==> config.mk <==
export PLATFORM = sky130hd
export DESIGN_NAME = sws_ram
export DESIGN_NICKNAME = d
export VERILOG_FILES = /design/src/rtl/core/sws_ram.sv
export SDC_FILE = /design/constraint.sdc
export NUM_CORES = 2
export LEC_CHECK = 0
export ABC_CLOCK_PERIOD_IN_PS = 4400
export BUFFER_PORTS_ARGS = -buffer_cell sky130_fd_sc_hd__buf_2
export CORE_UTILIZATION = 63
export DETAILED_ROUTE_END_ITERATION = 10
export GPL_TIMING_DRIVEN = 0
export HOLD_SLACK_MARGIN = 0.15
export PLACE_DENSITY_LB_ADDON = 0.15
export SETUP_SLACK_MARGIN = 0.3
export SKIP_CTS_REPAIR_TIMING = 1
export SLEW_MARGIN = 20
export SYNTH_ARGS = -nofsm -noshare
export SYNTH_HDL_FRONTEND = slang
export SYNTH_SLANG_ARGS = --single-unit
export TNS_END_PERCENT = 50
==> constraint.sdc <==
create_clock -name clk -period 4.4 [get_ports clk]
set_input_delay 0.88 -clock clk [delete_from_list [all_inputs] [get_ports clk]]
set_output_delay 0.88 -clock clk [all_outputs]
set_load 0.02 [all_outputs]
==> src/rtl/core/sws_ram.sv <==
`timescale 1ns / 1ps
// ----------------------------------------------------------------------------
// sws_ram - simple dual-port RAM
// One write port and one read port, read data registered.
// ----------------------------------------------------------------------------
module sws_ram #(
  parameter int WIDTH = 32,
  parameter int DEPTH = 128
) (
  input  logic                     clk,
  input  logic                     we,
  input  logic [$clog2(DEPTH)-1:0] waddr,
  input  logic [WIDTH-1:0]         wdata,
  input  logic [$clog2(DEPTH)-1:0] raddr,
  output logic [WIDTH-1:0]         rdata
);

  logic [WIDTH-1:0] mem [DEPTH];

  // Write and registered read
  always_ff @(posedge clk) begin
    if (we) begin
      mem[waddr] <= wdata;
    end
    rdata <= mem[raddr];
  end

endmodule

==> metrics.yaml <==
maxCapViolCount: 0
drive_above_1_share: 0.3539
core-area_um2: 246200
via_count: 73680
synth_flop_cell: "edfxtp_1"
grt_antenna_before_repair: 71
avgSynthCellArea_um2: 26.09
p_leak_uw: 0.05539
hold_path.class: "primary input to flip-flop"
yosysWarningCount: 0
cts-root-buf: "clkbuf_16"
grt-ovfl-total: 0
yosys.area.top_type: "edfxtp_1"
fin_crit_sh: 0.9694
cts_buffers: 405
grt_pass1_vias: 73540
firstDrtPassIters: 7
status: "finished, final reports clean"
start_util: 0.6348
layout.cells.non_filler: 10400
hold-path-cell-count: 1
grt_max_degree: 89
synthDistinctLibCells: 17
worstSkewPairLatency_ns: 1.00
multi_input_area_um2: 32260
grt_util_all_layers: 0.3403
cp_max_fo: 10
grt_pass1_wl_mm: 576.5
skew_ns: 0.04481
rows: 182
ff_latch_area_um2: 123600
fillerInstances: 12870
cts_tree: "built"
yosysTopAreaCellShare: 0.7871
port_buffers: 68
async_reset_ff_frac: 0
dieArea_um2: 250100
cp.arrival_ns: 5.15
worstSetupPathType: "primary input to flip-flop"
synth_common_cells: "edfxtp_1, mux4_2, clkbuf_1, nor2_1, buf_2"
regToRegSetupSlack_ns: 1.66
slew_violations: 0
totalWireLength_mm: 419.9
tightest_slew_ns: 1.382
ios: 80
synth_edf_count: 4096
synth.ff_latch_count: 4128
yosysSeqAreaShare: 0.7912
cts_sinks: 4128
place_hpwl_mm: 269.2
power-per-cell-area_nw_per_um2: 456.4
synthesis.nets: 6038
setup_violations: 0
start_kind: "primary input"
synth.area.top_cells: "edfxtp_1, mux4_2, clkbuf_1"
gp_congestion: 1.018
syn_to_final_growth_pct: 15.02
layout_min_cycle_time_ns: 4.265
fmax_ghz: 0.2344
htree_levels: 5
relSlewSlack: 0.07667
clock_path_buffers: 4
fp.dieH_um: 500.1
viasPerCell: 7.085
dp.cells: 9592
drt_iter0_drc: 11200
die_w_um: 500.1
drc: 0
endpoint_kind: "flip-flop"
wl_per_cell_um: 40.38
tns_ns: 0
required_ns: 5.28
rsz0062_at_grt: "true"
syn_inst: 5990
synth_most_common_cell: "edfxtp_1"
syn_area_um2: 156300
final-hold-violation-count: 0
r2r_cells: 4
peakVddDrop_v: 0.0003489
cts.clk_slew.worst_paths_ns: 0.06
nNetsFinal: 6736
ant_nets: 0
==> registers in the layout (all words and copies together) (netlist names) <==
signal  flops
mem      4096
rdata      32
==> per-stage QoR <==
stage          total power [µW]  hold slack, ns  instance area [µm²]  worst slack [ns]  utilization
5_1_grt                   83680          0.2771               179700            0.1411       0.7301
2_1_floorplan             46470          0.9789               156300            0.2813            -
6_report                  82040          0.2839               179800            0.1346       0.7302
3_5_place_dp              48770           1.142               166800            -1.106       0.6774
4_1_cts                   82020          0.2475               179500           -0.1437       0.7292
3_3_place_gp              48500           1.120               160800            -3.334       0.6531
==> cell families after synthesis <==
| logic type | synth area share |
|---|---|
| buffers and inverters | 0.008391 |
| flip-flops | 0.7912 |
| multiplexers | 0.1960 |
| AND/OR/NAND/NOR | 0.004460 |
==> layer usage <==
metal / share of wire / routed length (µm) / GRT usage
met1: 0.34 / 143600 / 0.4616
met2: 0.48 / 201800 / 0.5243
met3: 0.13 / 53750 / 0.09554
met4: 0.048 / 20320 / 0.1516
met5: 0.00087 / 366 / 0.006753
==> cell usage in the layout (no fill, tap or decap), types with 37 or more instances in the layout <==
master     count
clkbuf_2      51
buf_12        71
clkinv_2      62
diode_2       83
clkbuf_1     231
edfxtp_1    4096
mux4_2      1344
buf_4         43
buf_2        120
clkinv_1      91
nor2_4       119
bufinv_16     37
buf_16       113
clkbuf_16    414
==> critical path, cell delays in order <==
cell and delay, ns:
clkbuf_1 0.42, buf_2 0.48, clkbuf_2 0.49, buf_1 0.65, mux4_2 0.42, mux4_2 0.61, mux4_2 0.76, mux2_2 0.38
==> area by class of cell <==
cell class,count,area share
diodes,83,0.001155
plain buffers,316,0.007705
clock buffers,508,0.05988
clock inverters,215,0.01107
multi-input cells,1546,0.1795
flip-flops and latches,4128,0.6878
well taps,3312,0.02305
repair buffers,291,0.02983
==> path summary, 6_finish.rpt <==
check | startpoint | to
hold / removal | wdata[25] | mem[3][25]$_DFFE_PP_
setup / recovery | raddr[2] | rdata[14]$_DFF_P_
hold reg to reg | mem[108][13]$_DFFE_PP_ | rdata[13]$_DFF_P_
setup reg to reg | mem[101][9]$_DFFE_PP_ | rdata[9]$_DFF_P_
==> power by group <==
group	leakage, µW	internal, µW	switching, µW
sequential	0.0371	43400	60.5
clock	0.00623	19400	14500
combinational	0.0121	1690	2970
total	0.0554	64500	17500
(Power assumes the default switching activity.)
